$ cat config.mk
export PLATFORM = sky130hd
export DESIGN_NAME = npm_front_flat
export DESIGN_NICKNAME = d
export VERILOG_FILES = /design/src/npm_pkg.sv /design/src/npm_req_if.sv /design/src/npm_front.sv /design/src/flat_wrapper.sv
export SDC_FILE = /design/constraint.sdc
export NUM_CORES = 1
export LEC_CHECK = 0
export BUFFER_PORTS_ARGS = -buffer_cell sky130_fd_sc_hd__buf_2
export CAP_MARGIN = 10
export CORE_UTILIZATION = 30
export CTS_CLUSTER_SIZE = 30
export DETAILED_ROUTE_END_ITERATION = 10
export GPL_TIMING_DRIVEN = 0
export PLACE_DENSITY = 0.63
export SYNTH_ARGS = -nofsm -noshare
export SYNTH_HDL_FRONTEND = slang
export SYNTH_SLANG_ARGS = --single-unit
$ cat constraint.sdc
create_clock -name clock -period 2.6 [get_ports clock]
set_clock_uncertainty 0.2 [all_clocks]
set_input_delay 0 -clock clock [delete_from_list [all_inputs] [get_ports clock]]
set_output_delay 0 -clock clock [all_outputs]
set_load 0.01 [all_outputs]
$ cat src/npm_pkg.sv
// ----------------------------------------------------------------------------
// npm_pkg: shared definitions for the nearest point match unit
// Widths, register indexes, command encodings and helper functions used by
// the front end, the back end and the top level.
// ----------------------------------------------------------------------------
package npm_pkg;

   localparam int MAX_POINTS    = 1024;
   localparam int COORD_BITS    = 16;
   localparam int IDX_BITS      = $clog2(MAX_POINTS);
   localparam int USE_BITS      = $clog2(MAX_POINTS + 1);
   localparam int DIST_BITS     = 2 * COORD_BITS + 2;
   localparam int SQ_BITS       = 2 * COORD_BITS;
   localparam int POINT_BITS    = 3 * COORD_BITS;

   localparam int CSR_IDX_BITS  = 2;
   localparam int CSR_DATA_BITS = DIST_BITS;

   localparam logic [DIST_BITS-1:0] LIMIT_RESET = 34'd12884508675;

   // command queue between front and back end, depth is a power of two
   localparam int QUEUE_DEPTH    = 2;
   localparam int QUEUE_AW       = $clog2(QUEUE_DEPTH);
   localparam int QUEUE_CNT_BITS = $clog2(QUEUE_DEPTH + 1);

   localparam logic KIND_LOAD  = 1'b0;
   localparam logic KIND_QUERY = 1'b1;

   typedef enum logic [CSR_IDX_BITS-1:0] {
      REG_POINTS_IN_USE  = 2'd0,
      REG_MATCH_LIMIT_SQ = 2'd1
   } csr_reg_type;

   typedef enum logic [1:0] {
      OP_LOAD  = 2'd0,
      OP_QUERY = 2'd1,
      OP_SKIP  = 2'd2
   } op_type;

   typedef struct packed {
      op_type                        op;
      logic [IDX_BITS-1:0]           point_index;
      logic signed [COORD_BITS-1:0]  coord_x;
      logic signed [COORD_BITS-1:0]  coord_y;
      logic signed [COORD_BITS-1:0]  coord_z;
   } cmd_type;

   typedef struct packed {
      logic [USE_BITS-1:0]  points_in_use;
      logic [DIST_BITS-1:0] match_limit_sq;
   } cfg_type;

   function automatic logic [COORD_BITS-1:0] abs_diff(
      input logic signed [COORD_BITS-1:0] a,
      input logic signed [COORD_BITS-1:0] b
   );
      logic signed [COORD_BITS:0] d;
      logic [COORD_BITS:0]        m;
      d = (COORD_BITS + 1)'(a) - (COORD_BITS + 1)'(b);
      m = d[COORD_BITS] ? unsigned'(-d) : unsigned'(d);
      return m[COORD_BITS-1:0];
   endfunction

endpackage

$ cat src/npm_req_if.sv
// ----------------------------------------------------------------------------
// npm_req_if: request channel
// Valid/ready channel carrying one load or query item.
// ----------------------------------------------------------------------------
interface npm_req_if;
   logic                                   valid;
   logic                                   ready;
   logic                                   kind;
   logic [npm_pkg::IDX_BITS-1:0]           point_index;
   logic signed [npm_pkg::COORD_BITS-1:0]  coord_x;
   logic signed [npm_pkg::COORD_BITS-1:0]  coord_y;
   logic signed [npm_pkg::COORD_BITS-1:0]  coord_z;

   modport source (output valid, kind, point_index, coord_x, coord_y, coord_z,
                   input ready);
   modport sink   (input valid, kind, point_index, coord_x, coord_y, coord_z,
                   output ready);
endinterface

$ cat src/npm_front.sv
// ----------------------------------------------------------------------------
// npm_front: request intake and command queue
// Accepts request items, classifies them into load, query or skip commands
// and holds them in a short queue for the back end.
// ----------------------------------------------------------------------------
module npm_front (
   input  logic             clock,
   input  logic             reset,
   npm_req_if.sink          req_chan,
   input  logic             cmd_pop,
   output logic             cmd_valid,
   output npm_pkg::cmd_type cmd
);

   npm_pkg::cmd_type                     queue_ff [npm_pkg::QUEUE_DEPTH];
   npm_pkg::cmd_type                     entry_in;
   logic [npm_pkg::QUEUE_AW-1:0]         wr_ptr_ff, wr_ptr_in;
   logic [npm_pkg::QUEUE_AW-1:0]         rd_ptr_ff, rd_ptr_in;
   logic [npm_pkg::QUEUE_CNT_BITS-1:0]   count_ff, count_in;
   logic                                 push;
   logic                                 in_range;

   assign req_chan.ready = (count_ff != npm_pkg::QUEUE_CNT_BITS'(npm_pkg::QUEUE_DEPTH));
   assign push           = req_chan.valid && req_chan.ready;
   assign in_range       = (32'(req_chan.point_index) < npm_pkg::MAX_POINTS);

   always_comb begin
      entry_in.point_index = req_chan.point_index;
      entry_in.coord_x     = req_chan.coord_x;
      entry_in.coord_y     = req_chan.coord_y;
      entry_in.coord_z     = req_chan.coord_z;
      if (req_chan.kind == npm_pkg::KIND_QUERY) begin
         entry_in.op = npm_pkg::OP_QUERY;
      end else if (in_range) begin
         entry_in.op = npm_pkg::OP_LOAD;
      end else begin
         entry_in.op = npm_pkg::OP_SKIP;
      end
   end

   always_comb begin
      wr_ptr_in = push    ? wr_ptr_ff + 1'b1 : wr_ptr_ff;
      rd_ptr_in = cmd_pop ? rd_ptr_ff + 1'b1 : rd_ptr_ff;
      count_in  = count_ff + npm_pkg::QUEUE_CNT_BITS'(push)
                           - npm_pkg::QUEUE_CNT_BITS'(cmd_pop);
   end

   always_ff @(posedge clock) begin
      if (reset) begin
         wr_ptr_ff <= '0;
         rd_ptr_ff <= '0;
         count_ff  <= '0;
      end else begin
         wr_ptr_ff <= wr_ptr_in;
         rd_ptr_ff <= rd_ptr_in;
         count_ff  <= count_in;
      end
   end

   always_ff @(posedge clock) begin
      if (push) begin
         queue_ff[wr_ptr_ff] <= entry_in;
      end
   end

   assign cmd_valid = (count_ff != '0);
   assign cmd       = queue_ff[rd_ptr_ff];

endmodule

$ cat src/flat_wrapper.sv
// flat-port wrapper written by rule: the top's interface ports become plain ports
module npm_front_flat 
  (clock, reset, cmd_pop, cmd_valid, cmd, req_chan_valid, req_chan_kind, req_chan_point_index, req_chan_coord_x, req_chan_coord_y, req_chan_coord_z, req_chan_ready);
  npm_req_if req_chan_i ();
  input  logic clock;
  input  logic reset;
  input  logic cmd_pop;
  output logic cmd_valid;
  output npm_pkg::cmd_type cmd;
  input wire logic [$bits(req_chan_i.valid)-1:0] req_chan_valid;
  input wire logic [$bits(req_chan_i.kind)-1:0] req_chan_kind;
  input wire logic [$bits(req_chan_i.point_index)-1:0] req_chan_point_index;
  input wire logic [$bits(req_chan_i.coord_x)-1:0] req_chan_coord_x;
  input wire logic [$bits(req_chan_i.coord_y)-1:0] req_chan_coord_y;
  input wire logic [$bits(req_chan_i.coord_z)-1:0] req_chan_coord_z;
  output wire logic [$bits(req_chan_i.ready)-1:0] req_chan_ready;
  assign req_chan_i.valid = req_chan_valid;
  assign req_chan_i.kind = req_chan_kind;
  assign req_chan_i.point_index = req_chan_point_index;
  assign req_chan_i.coord_x = req_chan_coord_x;
  assign req_chan_i.coord_y = req_chan_coord_y;
  assign req_chan_i.coord_z = req_chan_coord_z;
  assign req_chan_ready = req_chan_i.ready;
  npm_front u_core (.clock(clock), .reset(reset), .req_chan(req_chan_i), .cmd_pop(cmd_pop), .cmd_valid(cmd_valid), .cmd(cmd));
endmodule
==> metrics.yaml, run 1 <==
ir_worst_vdd_v: 0.000434
syn_nets: 276
status: "finished, violations left"
path_max_fanout: 31
worstSkewPairLatency_ns: 0.40
power_density_nw_per_um2: 787
rows: 44
die_y_um: 125
cts_sinks: 123
fmax_mhz: 474
initial_utilization: 0.310
routed_wl_um: 8810
cp_data_arrival_time_ns: 2.00
tightestPinTransition_ns: 0.864
async_flop_share: 0
cts_repair_resize_count: 0
hp-class: "in -> reg"
yosysWarnings: 0
ys_ff_latch: 123
drc_errors: 20
synth_ff_type: "edfxtp_1"
fin_crit_ns: 2.11
die_area_sq_um: 15600
final_area_sq_um: 6590
worstSetupEndpointType: "flop"
die_x_um: 125
post_cts_buffers: 0
grt_pass1_vias: 2761
dr.first_iter.drc_count: 130
cts_max_level: 4
post-route-period-util: 0.812
grt_usage: 0.117
gp_congestion: 0.648
num_vias: 2588
netlist_area_sq_um: 4540
grt_max_degree: 60
antenna_found_initial: 0
cts_tree: "yes"
tns_ns: 0
synth_edf_count: 118
maxSlewViolCount: 0
root_buffer: "clkbuf_16"
start_kind: "flop"
setup_violations: 0
cts.clk_slew.worst_paths_ns: 0.05
maxCapViolCount: 0
path_class: "reg -> reg"
slew_headroom: 0.424
drtPass1Iterations: 7
cts_buffers: 17
grt_pass1_wl_um: 13600
postSynthAreaPerCell_sq_um: 21.4
dp_hpwl_um: 5400
core-area_sq_um: 14600
portBuffers: 123
rsz0062_at_grt: "false"
violations: "DRC"
netlist_instances: 212
overflow: 0
antenna_cells: 0
ys_types: 25
synth_seq_area_share: 0.802
ios: 125
hold_viol_final: 0
post_drt_via_cell_ratio: 4.21
avgRoutedWirePerCell_um: 14.3
placed_area_sq_um: 5410
nets: 482
syn_to_final_growth_pct: 45.2
drive_above_1_share: 0.514
leakagePower_uw: 0.00253
worstPathRequired_ns: 2.49
antenna_left: 0
cts_buffer_depth: 2
## Yosys cell counts (2+ instances only)
| cell | number | area, sq um |
|---|---|---|
| mux2_4 | 10 | 150 |
| inv_1 | 2 | 7.51 |
| dfxtp_1 | 5 | 100 |
| nor2_1 | 3 | 11.3 |
| edfxtp_1 | 118 | 3540 |
| buf_2 | 4 | 20.0 |
| buf_6 | 2 | 22.5 |
| a21oi_1 | 2 | 10.0 |
| mux2_2 | 50 | 563 |
## final timing paths
| kind | from | end | slack (ns) | cells after the start |
|---|---|---|---|---|
| worst max-delay path | u_core.count_ff[0] | u_core.queue_ff[0][58] | 0.49 | 4 |
| worst min-delay path | req_chan_coord_y[8] | u_core.queue_ff[1][24] | 0.12 | 2 |
| worst min register to register | u_core.rd_ptr_ff | u_core.rd_ptr_ff | 0.34 | 2 |
| worst max register to register | u_core.count_ff[0] | u_core.queue_ff[0][58] | 0.49 | 4 |
## routing by layer
layer / track usage / share of wire / wire length, um
met3: 0.0432 / 0.049 / 435
met5: 0 / 0 / 0
met1: 0.121 / 0.41 / 3630
met2: 0.203 / 0.52 / 4610
met4: 0.0674 / 0.015 / 136
## where the power goes
part	total [uW]	internal, uW	switching [uW]
registers	2390	2360	35.7
clock network	2130	1390	740
logic	667	343	325
total	5190	4090	1100
## layout by cell type, fill, tap and decap left out, types with 2 or more instances in the layout
cell type,count
a21oi_1,2
buf_6,2
nor2_1,3
clkbuf_1,6
dlygate4sd3_1,63
clkbuf_16,17
edfxtp_1,118
mux2_4,10
dfxtp_1,5
buf_2,127
mux2_2,50
clkbuf_8,7
## through the flow
step | hold WS [ns] | std cells | worst slack [ns] | power [uW] | utilization
after floorplan | -0.131 | 212 | 0.131 | 2770 | -
after global placement | -0.0125 | 519 | -0.578 | 3010 | 0.368
after detailed placement | -0.00924 | 520 | 0.447 | 3040 | 0.370
after CTS | 0.0940 | 614 | 0.444 | 5260 | 0.450
after global routing | 0.101 | 614 | 0.348 | 5400 | 0.450
final | 0.115 | 614 | 0.489 | 5190 | 0.450
## flip-flops by register name, indices dropped and copies added (netlist names), named ones only
register,flops
u_core.count_ff,2
u_core.queue_ff,118
u_core.rd_ptr_ff,1
u_core.wr_ptr_ff,1
## worst max-delay path, cell delays in order (launching register included)
cell      delay (ns)
dfxtp_1         0.36
nand2b_1        0.26
nand3b_1        0.15
inv_2           0.51
buf_12          0.28
## final cells by class
| type | instances | area, sq um |
|---|---|---|
| Clock buffer | 30 | 544 |
| Buffer | 8 | 55.1 |
| Tap cell | 184 | 230 |
| Timing Repair Buffer | 187 | 1270 |
| Sequential cell | 123 | 3640 |
| Fill cell | 1288 | 8050 |
| Clock inverter | 1 | 5.00 |
| Multi-Input combinational cell | 79 | 841 |
| Inverter | 2 | 7.51 |
## logic make-up (layout without fill, tap and decap cells)
family          Yosys count  count (layout)  synth area share
flops                   123             123             0.802
compound gates            4               4           0.00606
other cells               1               1          0.000826
buf+inv                  10             228            0.0138
fa+ha+maj                 1               1           0.00275
mux                      61              61             0.159
simple gates             11              11            0.0132
xor+xnor                  1               1           0.00193
## what timing repair did
item,CTS,global route
hold buffers,63,0
hold endpoints to repair,123,0
setup endpoints to repair,0,0
Power figures use the tool's default switching activity.
==> run 2: changes to the inputs <==
- ABC_AREA: unset -> 1
- PLACE_DENSITY: 0.63 -> 0.64
- clock period: 2.6 -> 1.8 ns (I/O delays scaled with it)
==> run 2 against run 1 <==
Global-route usage increased by 1.3 points. Final cell count increased by 1.8%. Hold slack got worse by 0.0051 ns. Critical endpoint is now cmd[45]. Utilization increased by 1.4 points. Wire length increased by 4.8%. Count of clock-buffer cells in the layout decreased by 9. The run still ends with DRC left. Flip-flop and latch count unchanged.
==> metrics.yaml, run 2 <==
status: "finished, violations left"
violations: "DRC"
fin_crit_ns: 1.72
start_kind: "flop"
die_area_sq_um: 15600  # -0.22%
root_buffer: "clkbuf_16"
routed_wl_um: 9230  # +4.8%
fmax_mhz: 583
rows: 44  # unchanged
top_regs: "u_core.queue_ff (118), u_core.count_ff (2)"
synth_area_leaders: "edfxtp_1 (78%), mux2_2 (12%), mux2_4 (3.3%)"
pre_cts_ws_ns: -0.437  # -0.884 ns
cts_sinks: 123  # unchanged
synth_seq_area_share: 0.804  # +0.00177
yosysMostFrequentCell: "edfxtp_1"
overflow: 0  # unchanged
postSynthAreaPerCell_sq_um: 21.0  # -2.1%
synth_common_cells: "edfxtp_1 (118), mux2_2 (49), mux2_4 (10)"
ys_types: 17  # -32%
finalPower_uw: 8040  # +55%
worstSetupEndpointType: "primary output"
synth_edf_count: 118  # unchanged
async_flop_share: 0  # unchanged
final_cell_mix: "buf_2 (118), edfxtp_1 (118), dlygate4sd3_1 (63), mux2_2 (49), clkbuf_16 (17)"
setup_violations: 0  # unchanged
netlist_instances: 216  # +1.9%
nets: 492  # +2.1%
post-route-period-util: 0.954
max_flop_register: "u_core.queue_ff"
gp_congestion: 0.637  # -1.8%
avgRoutedWirePerCell_um: 14.8  # +2.9%
final_area_sq_um: 6790  # +3.0%
cts_tree: "yes"
dp_hpwl_um: 5460  # +1.2%
netlist_area_sq_um: 4530  # -0.22%
ys_ff_latch: 123  # unchanged
placed_cells: 526  # +1.2%
post_drt_via_cell_ratio: 4.24  # +0.52%
yosysWarnings: 0  # unchanged
hold_viol_final: 0  # unchanged
cts_buffer_depth: 2  # unchanged
cts.clk_slew.worst_paths_ns: 0.05  # about the same
ios: 125  # unchanged
die_x_um: 125  # -0.11%
antenna_found_initial: 0  # unchanged
cts_max_level: 4  # unchanged
antenna_left: 0  # unchanged
grt_max_degree: 34  # -43%
drc_errors: 20  # unchanged
num_vias: 2648  # +2.3%
slowest_stage: "dfxtp_4"
slowest_delay_ns: 0.39  # -0.12 ns
core-area_sq_um: 14600  # unchanged
die_y_um: 125  # -0.11%
power_density_nw_per_um2: 1180  # +51%
drtPass1Iterations: 7  # unchanged
hp-class: "in -> reg"
utilization: 0.464  # +0.0135
cp_data_arrival_time_ns: 1.52  # -0.48 ns
rsz0062_at_grt: "true"
grt_usage: 0.130  # +0.0132
worstSkewPairLatency_ns: 0.40  # about the same
grt_pass1_wl_um: 14900  # +9.6%
maxCapViolCount: 0  # unchanged
placed_area_sq_um: 5460  # +0.95%
grt_pass1_vias: 2912  # +5.5%
antenna_cells: 0  # unchanged
path_max_fanout: 11  # -65%
drive_above_1_share: 0.519  # +0.00532
finalNonFillerCells: 625  # +1.8%
leakagePower_uw: 0.00262  # +3.5%
maxSlewViolCount: 0  # unchanged
syn_to_final_growth_pct: 49.8
path_class: "reg -> out"
synth_ff_type: "edfxtp_1"
netlist.area_leader.share: 0.782  # +0.00172
initial_utilization: 0.309  # -0.000684
synth_top_area_cell: "edfxtp_1"
ir_worst_vdd_v: 0.000632  # +46%
critPathTopFamily: "buffers and inverters"
dr.first_iter.drc_count: 118  # -9.2%
cts_buffers: 17  # unchanged
cp_num_buf_inv: 3  # +1
largest_reg_flops: 118  # unchanged
syn_nets: 280  # +1.4%
worstPathRequired_ns: 1.60  # -0.89 ns
cp_common_cell: "buf_12"
portBuffers: 123  # unchanged
worst_slack_ns: 0.0836  # -0.405 ns
worstPathCellList: "buf_12 > buf_12 > mux2_4 > buf_2"
-- run 2: final timing paths --
check,start,cells after the start,slack (ns),to
min,req_chan_coord_y[9],2,0.11,u_core.queue_ff[0][25]
max,flop,4,0.08,cmd[45]
min reg2reg,u_core.rd_ptr_ff,2,0.32,u_core.rd_ptr_ff
max reg2reg,u_core.count_ff[0],6,0.14,u_core.queue_ff[1][45]
-- run 2: repair_timing --
item                       CTS  global route
gates cloned                 2             0
hold endpoints to repair   123             0
buffers inserted             4             0
resized for setup           15             4
pin swaps                    1             0
hold buffers                63             0
setup endpoints to repair  155            33
-- run 2: where the power goes --
part	internal, uW	switching [uW]
clock	2290	1120
combinational	592	540
sequential	3440	65.2
total	6320	1730
-- run 2: area by class of cell --
type	instances	area, sq um
clock inverter	11	150
timing repair buffer	193	1400
tap	184	230
clock buffer	21	440
multi-input combinational	80	820
sequential	123	3650
inverter	5	22.5
fill	1267	7850
timing repair inverter	1	7.51
buffer	7	77.6
-- run 2: stage by stage --
stage               setup TNS [ns]  hold WS [ns]
floorplan                   -34.16        -0.128
global placement           -103.39       -0.0119
detailed placement          -21.05      -0.00896
finish                           0         0.110
CTS                         -0.546        0.0833
global route               -0.0221        0.0978
-- run 2: worst reg2reg max path: stages (launching register included) --
cell	delay (ns)
dfxtp_1	0.30
inv_1	0.08
nand2_2	0.08
nand2_2	0.13
inv_2	0.06
nand2_2	0.14
clkinvlp_4	0.33
-- run 2: per-layer routing --
metal  vias up  part of all wire  track usage  wire length [um]
met4         0             0.020       0.0646               184
li1       1258                 -            -                 -
met5         -                 0            0                 0
met1      1287              0.41        0.141              3770
met3        17             0.058       0.0468               531
met2        86              0.51        0.225              4740
-- run 2: logic make-up (layout without fill, tap and decap cells) --
kind of cell,after synthesis,in the layout,synth area share
xor gates and xnor gates,2,2,0.00387
AOI/OAI and AO/OA,1,1,0.00110
muxes,59,59,0.155
DFF,123,123,0.804
buffers and inverters,13,238,0.0185
and+or+nand+nor,16,16,0.0141
other,1,1,0.000827
adders and majority gates,1,1,0.00276
==> run 3: changes to the inputs <==
- CORE_ASPECT_RATIO: unset -> 1.1
- HOLD_SLACK_MARGIN: unset -> 0.15
==> run 3 against run 2 <==
The flow now stops in clock tree synthesis. Synthesized area unchanged. Synthesized cell count unchanged.
==> metrics.yaml, run 3 <==
status: "aborted with a tool error"
failed_stage: "clock tree synthesis"
tool.error: "[ERROR RSZ-0060] Max buffer count reached."
netlist.area_leader.share: 0.782  # unchanged
pre_cts_ws_ns: -0.420  # +0.0174 ns
netlist_instances: 216  # unchanged
postSynthAreaPerCell_sq_um: 21.0  # unchanged
synth_edf_count: 118  # unchanged
async_flop_share: 0  # unchanged
cts_buffers: 17  # unchanged
ios: 125  # unchanged
die_x_um: 119  # -4.6%
initial_utilization: 0.311  # +0.00176
synth_common_cells: "edfxtp_1 (118), mux2_2 (49), mux2_4 (10)"
syn_nets: 280  # unchanged
ctsHoldBuffers: 116  # +84%
cts_sinks: 123  # unchanged
root_buffer: "clkbuf_16"
gp_congestion: 0.686  # +7.8%
cts_buffer_depth: 2  # unchanged
synth_area_leaders: "edfxtp_1 (78%), mux2_2 (12%), mux2_4 (3.3%)"
ys_ff_latch: 123  # unchanged
synth_ff_type: "edfxtp_1"
placed_cells: 533  # +1.3%
portBuffers: 123  # unchanged
cts_max_level: 4  # unchanged
cts_repair_resize_count: 18  # +3
yosysMostFrequentCell: "edfxtp_1"
die_y_um: 131  # +4.8%
post_cts_buffers: 8  # +4
rows: 46  # +4.5%
dp_hpwl_um: 5420  # -0.88%
synth_seq_area_share: 0.804  # unchanged
synth_top_area_cell: "edfxtp_1"
yosysWarnings: 0  # unchanged
netlist_area_sq_um: 4530  # unchanged
ys_types: 17  # unchanged
run 3: kinds of logic after synthesis:
family	after synthesis	share of synthesized area
AND/OR/NAND/NOR	16	0.0141
multiplexers	59	0.155
XOR/XNOR	2	0.00387
other	1	0.000827
AO/OA/AOI/OAI	1	0.00110
adder cells (fa/ha/maj)	1	0.00276
buffers and inverters	13	0.0185
flip-flops	123	0.804
run 3: metrics by stage:
stage	cell area (sq um)	TNS, ns	util
after global placement	5410	-93.03	0.371
after floorplan	4550	-34.16	-
after detailed placement	5450	-34.89	0.374
==> run 4: changes to the inputs <==
- CORE_ASPECT_RATIO: 1.1 -> unset
- CORE_UTILIZATION: 30 -> 20
- CTS_CLUSTER_SIZE: 30 -> unset
- HOLD_SLACK_MARGIN: 0.15 -> unset
- PLACE_DENSITY: 0.64 -> unset
- PLACE_DENSITY_LB_ADDON: unset -> 0.15
- clock period: 1.8 -> 2.34 ns (I/O delays scaled with it)
==> run 4 against run 3 <==
The flow now finishes, with violations (DRC).
==> metrics.yaml, run 4 (synthesis results as in run 2) <==
status: "finished, violations left"
violations: "DRC"
antenna_found_initial: 0
die_area_sq_um: 23300
max_flop_register: "u_core.queue_ff"
fmax_mhz: 471
antenna_left: 0
post_cts_buffers: 0  # -8
rows: 54  # +17%
leakagePower_uw: 0.00257
hold_viol_final: 0
path_max_fanout: 15
num-fill-cells: 2244
gp_congestion: 0.644  # -6.3%
cts_buffers: 17  # unchanged
power_density_nw_per_um2: 899
die_x_um: 153  # +28%
post-route-period-util: 0.908
slew_headroom: 0.451
hp-class: "in -> reg"
root_buffer: "clkbuf_16"
initial_utilization: 0.206  # -0.105
cp_data_arrival_time_ns: 1.82
cts.clk_slew.worst_paths_ns: 0.06
largest_reg_flops: 118
p_clk_frac: 0.425
dp_hpwl_um: 5980  # +10%
worstPathRequired_ns: 2.04
maxCapViolCount: 0
utilization: 0.309
avgRoutedWirePerCell_um: 13.3
die_y_um: 153  # +17%
worstSkewPairLatency_ns: 0.40
holdPathStages: 2
p_switching_uw: 1400
comb_power_share: 0.136
post_drt_via_cell_ratio: 3.69
worst_slack_ns: 0.215
drtPass1Iterations: 9
drive_above_1_share: 0.525
internal_power_uw: 4720
cts_tree: "yes"
setup_violations: 0
ios: 125  # unchanged
core-area_sq_um: 22000
grt_usage: 0.0875
antenna_cells: 0
top_regs: "u_core.queue_ff (118), u_core.count_ff (2)"
multi_input_area_sq_um: 830
start_kind: "flop"
final_cell_mix: "buf_2 (127), edfxtp_1 (118), dlygate4sd3_1 (63), mux2_2 (49), clkbuf_16 (17)"
routed_wl_um: 9570
finalPower_uw: 6120
switching_share: 0.229
syn_to_final_growth_pct: 50.2
maxSlewViolCount: 0
dr.first_iter.drc_count: 63
rsz0062_at_grt: "false"
grt_max_degree: 31
worstSetupEndpointType: "flop"
grt_pass1_wl_um: 15000
drc_errors: 5
num_vias: 2648
nets: 489
portBuffers: 123  # unchanged
cts_max_level: 4  # unchanged
pre_cts_ws_ns: -0.150  # +0.270 ns
overflow: 0
worst-r2r-cell-count: 6
final_common_cell: "buf_2"
cts_sinks: 123  # unchanged
cts_buffer_depth: 2  # unchanged
tightestPinTransition_ns: 0.820
path_class: "reg -> reg"
grt_pass1_vias: 2894
ir_worst_vdd_v: 0.000375
fin_crit_ns: 2.13
p_seq_frac: 0.439
register_area_sq_um: 3640
run 4: repair_timing:
action,4_1_cts,5_1_grt
gates cloned,0,1
setup endpoints to repair,30,30
resized for setup,7,0
hold buffers,63,0
hold endpoints to repair,132,0
run 4: stage by stage:
step | instances | hold WS, ns | TNS [ns] | instance area, sq um
CTS | 717 | 0.0842 | 0 | 6800
floorplan | 216 | -0.128 | 0 | 4540
global route | 718 | 0.0870 | 0 | 6810
detailed placement | 622 | -0.00934 | -4.34 | 5570
global placement | 619 | -0.0132 | -62.47 | 5510
finish | 718 | 0.114 | 0 | 6810
run 4: worst max-delay path, cell delays in order, from the launching register on:
cell and delay, ns:
dfxtp_1 0.31, inv_2 0.08, nand2_4 0.06, nand2_4 0.08, inv_1 0.06, nand2_2 0.13, clkinvlp_2 0.69
run 4: final timing paths:
kind | from | endpoint | slack (ns)
setup / recovery | u_core.count_ff[0] | u_core.queue_ff[1][15] | 0.21
hold / removal | req_chan_coord_y[8] | u_core.queue_ff[1][24] | 0.11
setup reg to reg | u_core.count_ff[0] | u_core.queue_ff[1][15] | 0.21
hold reg to reg | u_core.rd_ptr_ff | flop | 0.32
run 4: power by group through the flow:
stage | Combinational [uW] | Clock (uW) | Sequential, uW
2_1_floorplan | 426 | 0 | 2720
3_3_place_gp | 726 | 0 | 2740
3_5_place_dp | 763 | 0 | 2730
4_1_cts | 860 | 2710 | 2690
5_1_grt | 915 | 2810 | 2710
6_report | 833 | 2600 | 2690
run 4: layer usage:
| metal | GRT usage | wire (um) | part of all wire | up-vias |
|---|---|---|---|---|
| met5 | 0 | 0 | 0 | - |
| met4 | 0.0418 | 117 | 0.012 | 0 |
| met3 | 0.0347 | 459 | 0.048 | 8 |
| met2 | 0.148 | 4700 | 0.49 | 74 |
| met1 | 0.0962 | 4290 | 0.45 | 1316 |
| li1 | - | - | - | 1250 |
run 4: final cells by class:
| cell class | count | area share |
|---|---|---|
| Sequential cell | 123 | 0.535 |
| Clock buffer | 19 | 0.0636 |
| Inverter | 5 | 0.00331 |
| Buffer | 8 | 0.00956 |
| Tap cell | 280 | 0.0515 |
| Multi-Input combinational cell | 80 | 0.122 |
| Timing Repair inverter | 1 | 0.000735 |
| Timing Repair Buffer | 189 | 0.192 |
| Clock inverter | 13 | 0.0222 |
